File: src/rtl/wnrs_pkg.sv
// Shared constants, codes and control/status types of the route selector.
// No dependencies.
package wnrs_pkg;

  localparam int unsigned NODES  = 16;
  localparam int unsigned WINDOW = 100;
  localparam int unsigned NIW    = $clog2(NODES);
  localparam int unsigned FW     = $clog2(WINDOW + 1);
  localparam int unsigned HW     = (WINDOW > 1) ? $clog2(WINDOW) : 1;
  localparam int unsigned AW     = $clog2(NODES * WINDOW);
  localparam int unsigned SUMW   = 16 + FW;
  localparam int unsigned DVW    = 29;
  localparam int unsigned DSW    = 33;
  localparam int unsigned SCW    = 21;

  localparam logic [15:0] LAT_DEFAULT = 16'd1600;
  localparam logic [15:0] W_DEFAULT   = 16'd4096;
  localparam logic [15:0] W_MIN       = 16'd410;
  localparam logic [15:0] W_MAX       = 16'd40960;
  localparam logic [15:0] EPS_Q20     = 16'd1049;
  localparam logic [15:0] CONF_FB     = 16'd16384;
  localparam logic [15:0] CONF_MAX    = 16'd32768;

  localparam logic [2:0] STR_LAT    = 3'd0;
  localparam logic [2:0] STR_LOAD   = 3'd1;
  localparam logic [2:0] STR_TPUT   = 3'd2;
  localparam logic [2:0] STR_COST   = 3'd3;
  localparam logic [2:0] STR_HYBRID = 3'd4;

  localparam logic [2:0] REG_STRATEGY = 3'd0;
  localparam logic [2:0] REG_COUNT    = 3'd1;
  localparam logic [2:0] REG_LOCAL    = 3'd2;
  localparam logic [2:0] REG_LRATE    = 3'd3;
  localparam logic [2:0] REG_ENABLE   = 3'd4;

  typedef enum logic [2:0] {
    DIV_AVG,
    DIV_LOAD,
    DIV_A,
    DIV_B,
    DIV_SC
  } div_op_e;

  typedef struct packed {
    logic    latch_in;
    logic    upd_rd;
    logic    upd_wr;
    logic    upd_avg;
    logic    upd_mul;
    logic    upd_wgt;
    logic    p_init;
    logic    p_node;
    logic    p_load;
    logic    p_a;
    logic    p_b;
    logic    p_mul;
    logic    p_sc;
    logic    p_cmp;
    logic    div_start;
    div_op_e div_op;
    logic    out_load;
  } wnrs_cmd_t;

  typedef struct packed {
    logic enable;
    logic count_zero;
    logic last_node;
    logic sc_div;
    logic div_done;
  } wnrs_sts_t;

endpackage

File: src/rtl/wnrs_ctrl.sv
// Sequencer: steps update and predict requests through the datapath and
// owns the channel handshakes. Depends on wnrs_pkg.
module wnrs_ctrl (
  input  logic                clk_i,
  input  logic                rst_ni,
  input  logic                in_valid_i,
  input  logic                cmd_i,
  output logic                in_stall_o,
  output logic                out_valid_o,
  input  logic                out_stall_i,
  output wnrs_pkg::wnrs_cmd_t cmd_o,
  input  wnrs_pkg::wnrs_sts_t sts_i
);
  import wnrs_pkg::*;

  typedef enum logic [4:0] {
    S_IDLE, S_U_RD, S_U_WR, S_U_DAVG, S_U_WAVG, S_U_MUL, S_U_WGT,
    S_P_START, S_P_NODE, S_P_DLOAD, S_P_WLOAD, S_P_DA, S_P_WA,
    S_P_DB, S_P_WB, S_P_MUL, S_P_SC, S_P_WSC, S_P_CMP, S_EMIT
  } state_e;

  state_e state_q, state_d;
  logic   out_valid_q, out_valid_d;
  logic   accept, emit_ok;

  assign accept  = (state_q == S_IDLE) && in_valid_i;
  assign emit_ok = !out_valid_q || !out_stall_i;

  always_comb begin
    cmd_o   = '0;
    cmd_o.div_op = DIV_AVG;
    state_d = state_q;
    case (state_q)
      S_IDLE: begin
        if (accept) begin
          cmd_o.latch_in = 1'b1;
          if (cmd_i) begin
            state_d = sts_i.enable ? S_U_RD : S_IDLE;
          end else begin
            state_d = S_P_START;
          end
        end
      end
      S_U_RD: begin
        cmd_o.upd_rd = 1'b1;
        state_d = S_U_WR;
      end
      S_U_WR: begin
        cmd_o.upd_wr = 1'b1;
        state_d = S_U_DAVG;
      end
      S_U_DAVG: begin
        cmd_o.div_start = 1'b1;
        cmd_o.div_op    = DIV_AVG;
        state_d = S_U_WAVG;
      end
      S_U_WAVG: begin
        if (sts_i.div_done) begin
          cmd_o.upd_avg = 1'b1;
          state_d = S_U_MUL;
        end
      end
      S_U_MUL: begin
        cmd_o.upd_mul = 1'b1;
        state_d = S_U_WGT;
      end
      S_U_WGT: begin
        cmd_o.upd_wgt = 1'b1;
        state_d = S_IDLE;
      end
      S_P_START: begin
        cmd_o.p_init = 1'b1;
        state_d = sts_i.count_zero ? S_EMIT : S_P_NODE;
      end
      S_P_NODE: begin
        cmd_o.p_node = 1'b1;
        state_d = S_P_DLOAD;
      end
      S_P_DLOAD: begin
        cmd_o.div_start = 1'b1;
        cmd_o.div_op    = DIV_LOAD;
        state_d = S_P_WLOAD;
      end
      S_P_WLOAD: begin
        if (sts_i.div_done) begin
          cmd_o.p_load = 1'b1;
          state_d = S_P_DA;
        end
      end
      S_P_DA: begin
        cmd_o.div_start = 1'b1;
        cmd_o.div_op    = DIV_A;
        state_d = S_P_WA;
      end
      S_P_WA: begin
        if (sts_i.div_done) begin
          cmd_o.p_a = 1'b1;
          state_d = S_P_DB;
        end
      end
      S_P_DB: begin
        cmd_o.div_start = 1'b1;
        cmd_o.div_op    = DIV_B;
        state_d = S_P_WB;
      end
      S_P_WB: begin
        if (sts_i.div_done) begin
          cmd_o.p_b = 1'b1;
          state_d = S_P_MUL;
        end
      end
      S_P_MUL: begin
        cmd_o.p_mul = 1'b1;
        state_d = S_P_SC;
      end
      S_P_SC: begin
        if (sts_i.sc_div) begin
          cmd_o.div_start = 1'b1;
          cmd_o.div_op    = DIV_SC;
          state_d = S_P_WSC;
        end else begin
          cmd_o.p_sc = 1'b1;
          state_d = S_P_CMP;
        end
      end
      S_P_WSC: begin
        if (sts_i.div_done) begin
          cmd_o.p_sc = 1'b1;
          state_d = S_P_CMP;
        end
      end
      S_P_CMP: begin
        cmd_o.p_cmp = 1'b1;
        state_d = sts_i.last_node ? S_EMIT : S_P_NODE;
      end
      S_EMIT: begin
        if (emit_ok) begin
          cmd_o.out_load = 1'b1;
          state_d = S_IDLE;
        end
      end
      default: state_d = S_IDLE;
    endcase
  end

  always_comb begin
    if (cmd_o.out_load) begin
      out_valid_d = 1'b1;
    end else if (!out_stall_i) begin
      out_valid_d = 1'b0;
    end else begin
      out_valid_d = out_valid_q;
    end
  end

  always_ff @(posedge clk_i or negedge rst_ni) begin
    if (!rst_ni) begin
      state_q     <= S_IDLE;
      out_valid_q <= 1'b0;
    end else begin
      state_q     <= state_d;
      out_valid_q <= out_valid_d;
    end
  end

  assign in_stall_o  = state_q != S_IDLE;
  assign out_valid_o = out_valid_q;
endmodule

File: config.mk
export PLATFORM = sky130hd
export DESIGN_NAME = wnrs_ctrl
export DESIGN_NICKNAME = d
export VERILOG_FILES = /design/src/rtl/wnrs_pkg.sv /design/src/rtl/wnrs_ctrl.sv
export SDC_FILE = /design/constraint.sdc
export NUM_CORES = 1
export LEC_CHECK = 0
export BUFFER_PORTS_ARGS = -buffer_cell sky130_fd_sc_hd__clkbuf_2
export CAP_MARGIN = 20
export CORE_MARGIN = 4
export CORE_UTILIZATION = 45
export CTS_CLUSTER_DIAMETER = 60
export DETAILED_ROUTE_END_ITERATION = 10
export PLACE_DENSITY = 0.87
export SLEW_MARGIN = 20
export SYNTH_ARGS = -nofsm -noshare
export SYNTH_HDL_FRONTEND = slang
export SYNTH_SLANG_ARGS = --single-unit
File: constraint.sdc
create_clock -name clk_i -period 2 [get_ports clk_i]
set_clock_uncertainty 0.05 [all_clocks]
set_input_delay 0.4 -clock clk_i [delete_from_list [all_inputs] [get_ports clk_i]]
set_output_delay 0.4 -clock clk_i [all_outputs]
set_load 0.05 [all_outputs]
==> results of run 1 <==
## cells in the final DEF, fill, tap and decap left out, drive strengths merged
cell,Yosys,final
buf,7,24
o32ai,1,1
o22ai,1,1
nand2b,2,2
o221ai,1,1
and2,1,1
clkbuf,2,26
mux2i,1,1
a31o,1,1
nand4,3,3
o21ai,8,8
or4b,1,1
and4,1,1
and3,2,2
a21oi,9,9
xnor2,1,1
nor4bb,1,1
or3,1,1
a211oi,3,3
nor3,11,11
dlygate4sd3,0,1
nand2,13,13
nor2b,3,3
nor4,1,1
dlymetal6s2s,0,1
inv,3,3
a211o,1,1
o32a,1,1
dfrtp,6,6
nor2,11,11
a31oi,1,1
clkinv,1,1
nand3,4,4
## logic make-up after synthesis
logic type,after synthesis
xor+xnor,1
compound gates,27
simple gates,55
mux,1
buf+inv,13
flops,6
## stage by stage
stage	TNS, ps	hold WS (ps)
CTS	-1.190	331.9
global route	-90.88	348.5
finish	0	346.5
global placement	0	177.8
detailed placement	0	178.7
floorplan	-696.1	54.41
## registers in the layout, indices dropped and copies added, names as in the netlist
register     flops
out_valid_o      1
state_q          5
## final cells by class
class | count | area (sq um) | area share
Multi-Input combinational cell | 84 | 585.6 | 0.5054
Inverter | 4 | 15.01 | 0.01296
Clock buffer | 3 | 22.52 | 0.01944
Tap cell | 16 | 20.02 | 0.01728
Timing Repair Buffer | 49 | 359.1 | 0.3099
Sequential cell | 6 | 156.4 | 0.1350
## how the worst min path moves through the flow
stage / slack (ps) / to
final: 350 / state_q[3]
after global routing: 350 / state_q[3]
after CTS: 330 / state_q[3]
after detailed placement: 180 / out_valid_o
after global placement: 180 / out_valid_o
after floorplan: 50 / out_valid_o
## layer usage
metal | wire [um] | vias to the layer above
met1 | 1060 | 482
li1 | - | 467
met3 | 229 | 15
met4 | 80 | 0
met2 | 1413 | 68
met5 | 0 | -
## power groups by stage
stage | Sequential [W] | Combinational (W) | Clock (W)
final | 0.000299 | 0.00173 | 0.000109
after floorplan | 0.000228 | 0.00115 | 0
after detailed placement | 0.000287 | 0.00148 | 0
after global placement | 0.000276 | 0.00145 | 0
after global routing | 0.000303 | 0.00183 | 0.000121
after CTS | 0.000298 | 0.00151 | 0.000111
## repair_timing
action	CTS	global route
hold endpoints to repair	6	0
hold buffers	1	0
endpoints found under the setup margin	17	19
pin swaps	0	3
buffers inserted	0	6
resized for setup	17	19
==> impl_metrics.env, run 1 <==
export IMPL_gr_usage_all_layers=0.2263
export IMPL_hp_class="primary input to register"
export IMPL_hp_start="sts_i[2]"
export IMPL_cts_tree="yes"
export IMPL_setup_viol=0
export IMPL_fin_ws_ps=9.230
export IMPL_p_clk_frac=0.051
export IMPL_fmax_mhz=502.3
export IMPL_nets=158
export IMPL_intPower_w=0.0009019
export IMPL_cp_end_kind="output port"
export IMPL_async_reset_ff_frac=1.000
export IMPL_status="finished clean"
export IMPL_clk_pin_slew_ps=50
export IMPL_io_buffers=30
export IMPL_syn_num_nets=113
export IMPL_die_x_um=47.74
export IMPL_io_pins=31
export IMPL_first_pass_iters=4
export IMPL_drt_wl_total_um=2783
export IMPL_dpl_hpwl_um=1834
export IMPL_power_total_w=0.002137
export IMPL_arrival_ps=1540
export IMPL_max_vdd_ir_drop_mv=0.9681
export IMPL_r2r_slack_ps=120
export IMPL_drv_slew=0
export IMPL_path_class="register to output port"
export IMPL_core_sq_mm=0.001506
export IMPL_maxCapViolations=0
export IMPL_fin_cells=162
export IMPL_cp_slowest_cell="dfrtp_2"
export IMPL_powerDensity_mw_per_mm2=1845
export IMPL_grt_busiest_layer="met2"
export IMPL_via_per_inst=6.370
export IMPL_critPathBufInv=1
export IMPL_syn_avg_cell_area_sq_um=6.900
export IMPL_yosys_top_cells_count="12 x nand2_1, 11 x nor2_1, 11 x nor3_1"
export IMPL_synth_top_family_by_area="simple AND/OR/NAND/NOR gates"
export IMPL_numCtsBuffers=3
export IMPL_reg2reg_depth=4
export IMPL_htree_num_levels=1
export IMPL_worstSetupStartpoint="state_q[3]"
export IMPL_critical_path_max_fanout=6
export IMPL_place_ws_ps=88.69
export IMPL_core_rowCount=14
export IMPL_post_drt_wl_per_cell_um=17.18
export IMPL_synth_area_leader_cell="dfrtp_1"
export IMPL_crit_required_ps=1550
export IMPL_p_leak_nw=0.5347
export IMPL_synth_ff_type="dfrtp_1"
export IMPL_synth_simple_area_share=0.3961
export IMPL_antenna_found_initial=0
export IMPL_grtUsageMet1=0.2838
export IMPL_cts_root_buf="clkbuf_4"
export IMPL_syn_to_final_growth_pct=63.03
export IMPL_hold_viol=0
export IMPL_gp_congestion=0.8977
export IMPL_detail_route_iter0_violations=59
export IMPL_fillers=90
export IMPL_num_vias=1032
export IMPL_netlist_top_cells_area="dfrtp_1 21%, nor3_1 7.7%, a21oi_1 6.3%, nand2_1 6.3%, nor2_1 5.8%"
export IMPL_postPlaceCellArea_sq_um=996.0
export IMPL_synth_edf_count=0
export IMPL_antenna_cells=0
export IMPL_grtUsageMet3=0.01880
export IMPL_slowest_delay_ps=450
export IMPL_grt_pass1_wl_um=3698
export IMPL_ys_types=37
export IMPL_insertion_delay_ps=240
export IMPL_pwr_share_comb=0.809
export IMPL_drc=0
export IMPL_synth_top_area_frac=0.2113
export IMPL_timing_rr_end="state_q[1]"
export IMPL_fin_crit_sh=0.9954
export IMPL_ant_nets=0
export IMPL_p_sw_w=0.001236
export IMPL_dp_cells=152
export IMPL_synth_compound_area_frac=0.2746
export IMPL_grt_pass1_vias=860
export IMPL_die_y_um=47.74
export IMPL_p_seq_frac=0.140
export IMPL_crit_family="simple AND/OR/NAND/NOR gates"
export IMPL_synthAdderAreaFrac=0
export IMPL_grt_max_degree=13
export IMPL_period_needed_ps=1991
export IMPL_synth_yosys_seq_area_share=0.2113
export IMPL_start_kind="register"
export IMPL_synth_most_common_cell="nand2_1"
export IMPL_worstHoldPathCells=2
export IMPL_ys_seq_elements=6
export IMPL_cp_depth=4
export IMPL_synthMuxAreaShare=0.01408
export IMPL_synth_warnings=0
export IMPL_utilization=0.7691
export IMPL_grt_overflow=0
export IMPL_cp_endpoint="cmd_o[4]"
export IMPL_stdcell_area_sq_mm=0.001159
export IMPL_design_die_area_sq_mm=0.002279
export IMPL_slew_headroom=0.7426
export IMPL_p_sw_frac=0.5780
export IMPL_cts_sinks=6
export IMPL_synth_cells=103
export IMPL_syn_area_sq_um=710.7
export IMPL_synth_xor_area_frac=0.01232
export IMPL_rsz0062_at_grt="yes"
export IMPL_path_cells="nor2_2 -> and4_2 -> a31o_2 -> clkbuf_4"
export IMPL_cts_max_path_buffers=2
export IMPL_tightest_slew_ps=382.1
export IMPL_r2r_start="state_q[3]"
export IMPL_use_met2=0.3984
export IMPL_drive_above_1_share=0.5205
export IMPL_start_util=0.4718
Note: power is estimated with default switching activity, not from simulation.
==> run 2: changes to the inputs <==
--- a/config.mk
+++ b/config.mk
@@ -6,12 +6,11 @@
 export NUM_CORES = 1
 export LEC_CHECK = 0
 export BUFFER_PORTS_ARGS = -buffer_cell sky130_fd_sc_hd__clkbuf_2
-export CAP_MARGIN = 20
 export CORE_MARGIN = 4
-export CORE_UTILIZATION = 45
+export CORE_UTILIZATION = 46
 export CTS_CLUSTER_DIAMETER = 60
 export DETAILED_ROUTE_END_ITERATION = 10
-export PLACE_DENSITY = 0.87
+export PLACE_DENSITY = 0.89
 export SLEW_MARGIN = 20
 export SYNTH_ARGS = -nofsm -noshare
 export SYNTH_HDL_FRONTEND = slang
==> run 2 against run 1 <==
Flip-flop and latch count stayed put. Combinational power barely moved. Total power decreased by 2.0%. Via count shrank 0.48%. Design area is 2.4% lower. Clock power up 9%. Clock-buffer cell count unchanged. Global-route usage grew 2.1 points. Fmax grew 0.11%. Die area is 1.8% lower. Setup slack gained 2.3 ps. Non-clock buffer count fell by 3.
==> impl_metrics.env, run 2 (synthesis results as in run 1) <==
export IMPL_max_vdd_ir_drop_mv=1.225
export IMPL_drt_wl_total_um=2686
export IMPL_fmax_mhz=502.9
export IMPL_fin_crit_sh=0.9942
export IMPL_timing_rr_end="state_q[0]"
export IMPL_largest_register="state_q"
export IMPL_gp_congestion=0.9287
export IMPL_fin_cells=158
export IMPL_cts_tree="yes"
export IMPL_io_buffers=30
export IMPL_cts_max_path_buffers=2
export IMPL_stdcell_area_sq_mm=0.001131
export IMPL_gr_usage_all_layers=0.2475
export IMPL_via_per_inst=6.500
export IMPL_insertion_delay_ps=260
export IMPL_path_class="register to output port"
export IMPL_worstHoldPathCells=2
export IMPL_dpl_hpwl_um=1802
export IMPL_die_x_um=47.31
export IMPL_layout_commonest_cell="buf_4"
export IMPL_p_leak_nw=0.5058
export IMPL_slowest_delay_ps=450
export IMPL_tightest_slew_ps=391.0
export IMPL_crit_required_ps=1550
export IMPL_maxCapViolations=0
export IMPL_power_total_w=0.002094
export IMPL_hp_class="primary input to register"
export IMPL_largest_register_ffs=5
export IMPL_nets=155
export IMPL_slew_headroom=0.7366
export IMPL_post_drt_wl_per_cell_um=17.00
export IMPL_core_rowCount=13
export IMPL_critical_path_max_fanout=9
export IMPL_drc=0
export IMPL_r2r_slack_ps=160
export IMPL_syn_to_final_growth_pct=59.15
export IMPL_most_common_layout_cells="17 x buf_4, 12 x nand2_1, 12 x clkbuf_2"
export IMPL_arrival_ps=1540
export IMPL_htree_num_levels=1
export IMPL_first_pass_iters=5
export IMPL_fin_hold_ws_ps=329.5
export IMPL_rsz0062_at_grt="yes"
export IMPL_drive_above_1_share=0.5105
export IMPL_cts_sinks=6
export IMPL_core_sq_mm=0.001383
export IMPL_start_kind="register"
export IMPL_grt_overflow=0
export IMPL_io_pins=31
export IMPL_status="finished clean"
export IMPL_grtUsageMet1=0.3025
export IMPL_use_met2=0.3824
export IMPL_drv_slew=0
export IMPL_utilization=0.8181
export IMPL_cp_endpoint="cmd_o[15]"
export IMPL_powerDensity_mw_per_mm2=1851
export IMPL_grtUsageMet3=0.06897
export IMPL_cp_end_kind="output port"
export IMPL_grt_pass1_wl_um=3884
export IMPL_numCtsBuffers=3
export IMPL_hold_viol=0
export IMPL_cts_root_buf="clkbuf_4"
export IMPL_grt_busiest_layer="met2"
export IMPL_die_y_um=47.31
export IMPL_grt_pass1_vias=864
export IMPL_start_util=0.5140
export IMPL_cp_slowest_cell="dfrtp_2"
export IMPL_postPlaceCellArea_sq_um=987.2
export IMPL_reg2reg_depth=5
export IMPL_crit_family="flip-flops"
export IMPL_antenna_found_initial=0
export IMPL_path_cells="clkinv_1 -> nand4_1 -> nor3_4 -> clkbuf_4"
export IMPL_cp_depth=4
export IMPL_clk_pin_slew_ps=60
export IMPL_detail_route_iter0_violations=97
export IMPL_setup_viol=0
export IMPL_dp_cells=150
export IMPL_antenna_cells=0
export IMPL_design_die_area_sq_mm=0.002238
export IMPL_num_vias=1027
export IMPL_r2r_start="state_q[3]"
export IMPL_worstSetupStartpoint="state_q[4]"
export IMPL_grt_max_degree=15
export IMPL_period_needed_ps=1988
export IMPL_critPathBufInv=2
export IMPL_ant_nets=0
-- run 2: repair_timing --
item                                    4_1_cts  5_1_grt
gates resized for setup                       9       34
hold endpoints to repair                      6        0
buffers inserted                              1        4
gates cloned                                  0        0
endpoints found under the setup margin       13       20
hold buffers                                  1        0
pin swaps                                     0        3
-- run 2: report_power, final --
| group | leakage (nW) | internal [W] | switching, W | total (W) |
|---|---|---|---|---|
| Combinational | 0.420 | 0.000629 | 0.00108 | 0.00171 |
| Sequential | 0.0717 | 0.000183 | 0.0000832 | 0.000266 |
| Clock | 0.0138 | 0.0000684 | 0.0000509 | 0.000119 |
-- run 2: worst reg2reg max path, delay by kind of cell, from the launching register on --
family | cells | cell delay, ps
AOI/OAI and AO/OA | 4 | 660
and+or+nand+nor | 1 | 550
DFF | 1 | 450
-- run 2: worst min path at each step --
stage                         from           to  slack, ps
final                     sts_i[2]   state_q[3]        330
after global routing      sts_i[2]   state_q[3]        320
after CTS                 sts_i[2]   state_q[3]        340
after detailed placement    rst_ni   state_q[4]        180
after global placement      rst_ni   state_q[0]        180
after floorplan             rst_ni  out_valid_o         50
-- run 2: final cells by class --
class                   count  area (sq um)
inverters                   4         18.77
repair buffers             46         335.3
multi-input cells          84         580.6
fillers                    85         251.5
well taps                  15         18.77
clock buffers               3         22.52
flip-flops and latches      6         155.1
-- run 2: stage by stage --
| stage | TNS [ps] | setup slack, ps |
|---|---|---|
| after floorplan | -696.1 | -140.5 |
| after global placement | 0 | 172.9 |
| after detailed placement | 0 | 205.9 |
| after CTS | -55.74 | -19.70 |
| after global routing | -491.4 | -87.62 |
| final | 0 | 11.51 |
-- run 2: metal layers --
layer	vias up	share of wire
li1	458	-
met5	-	0
met1	460	0.35
met3	18	0.13
met4	0	0.047
met2	91	0.47
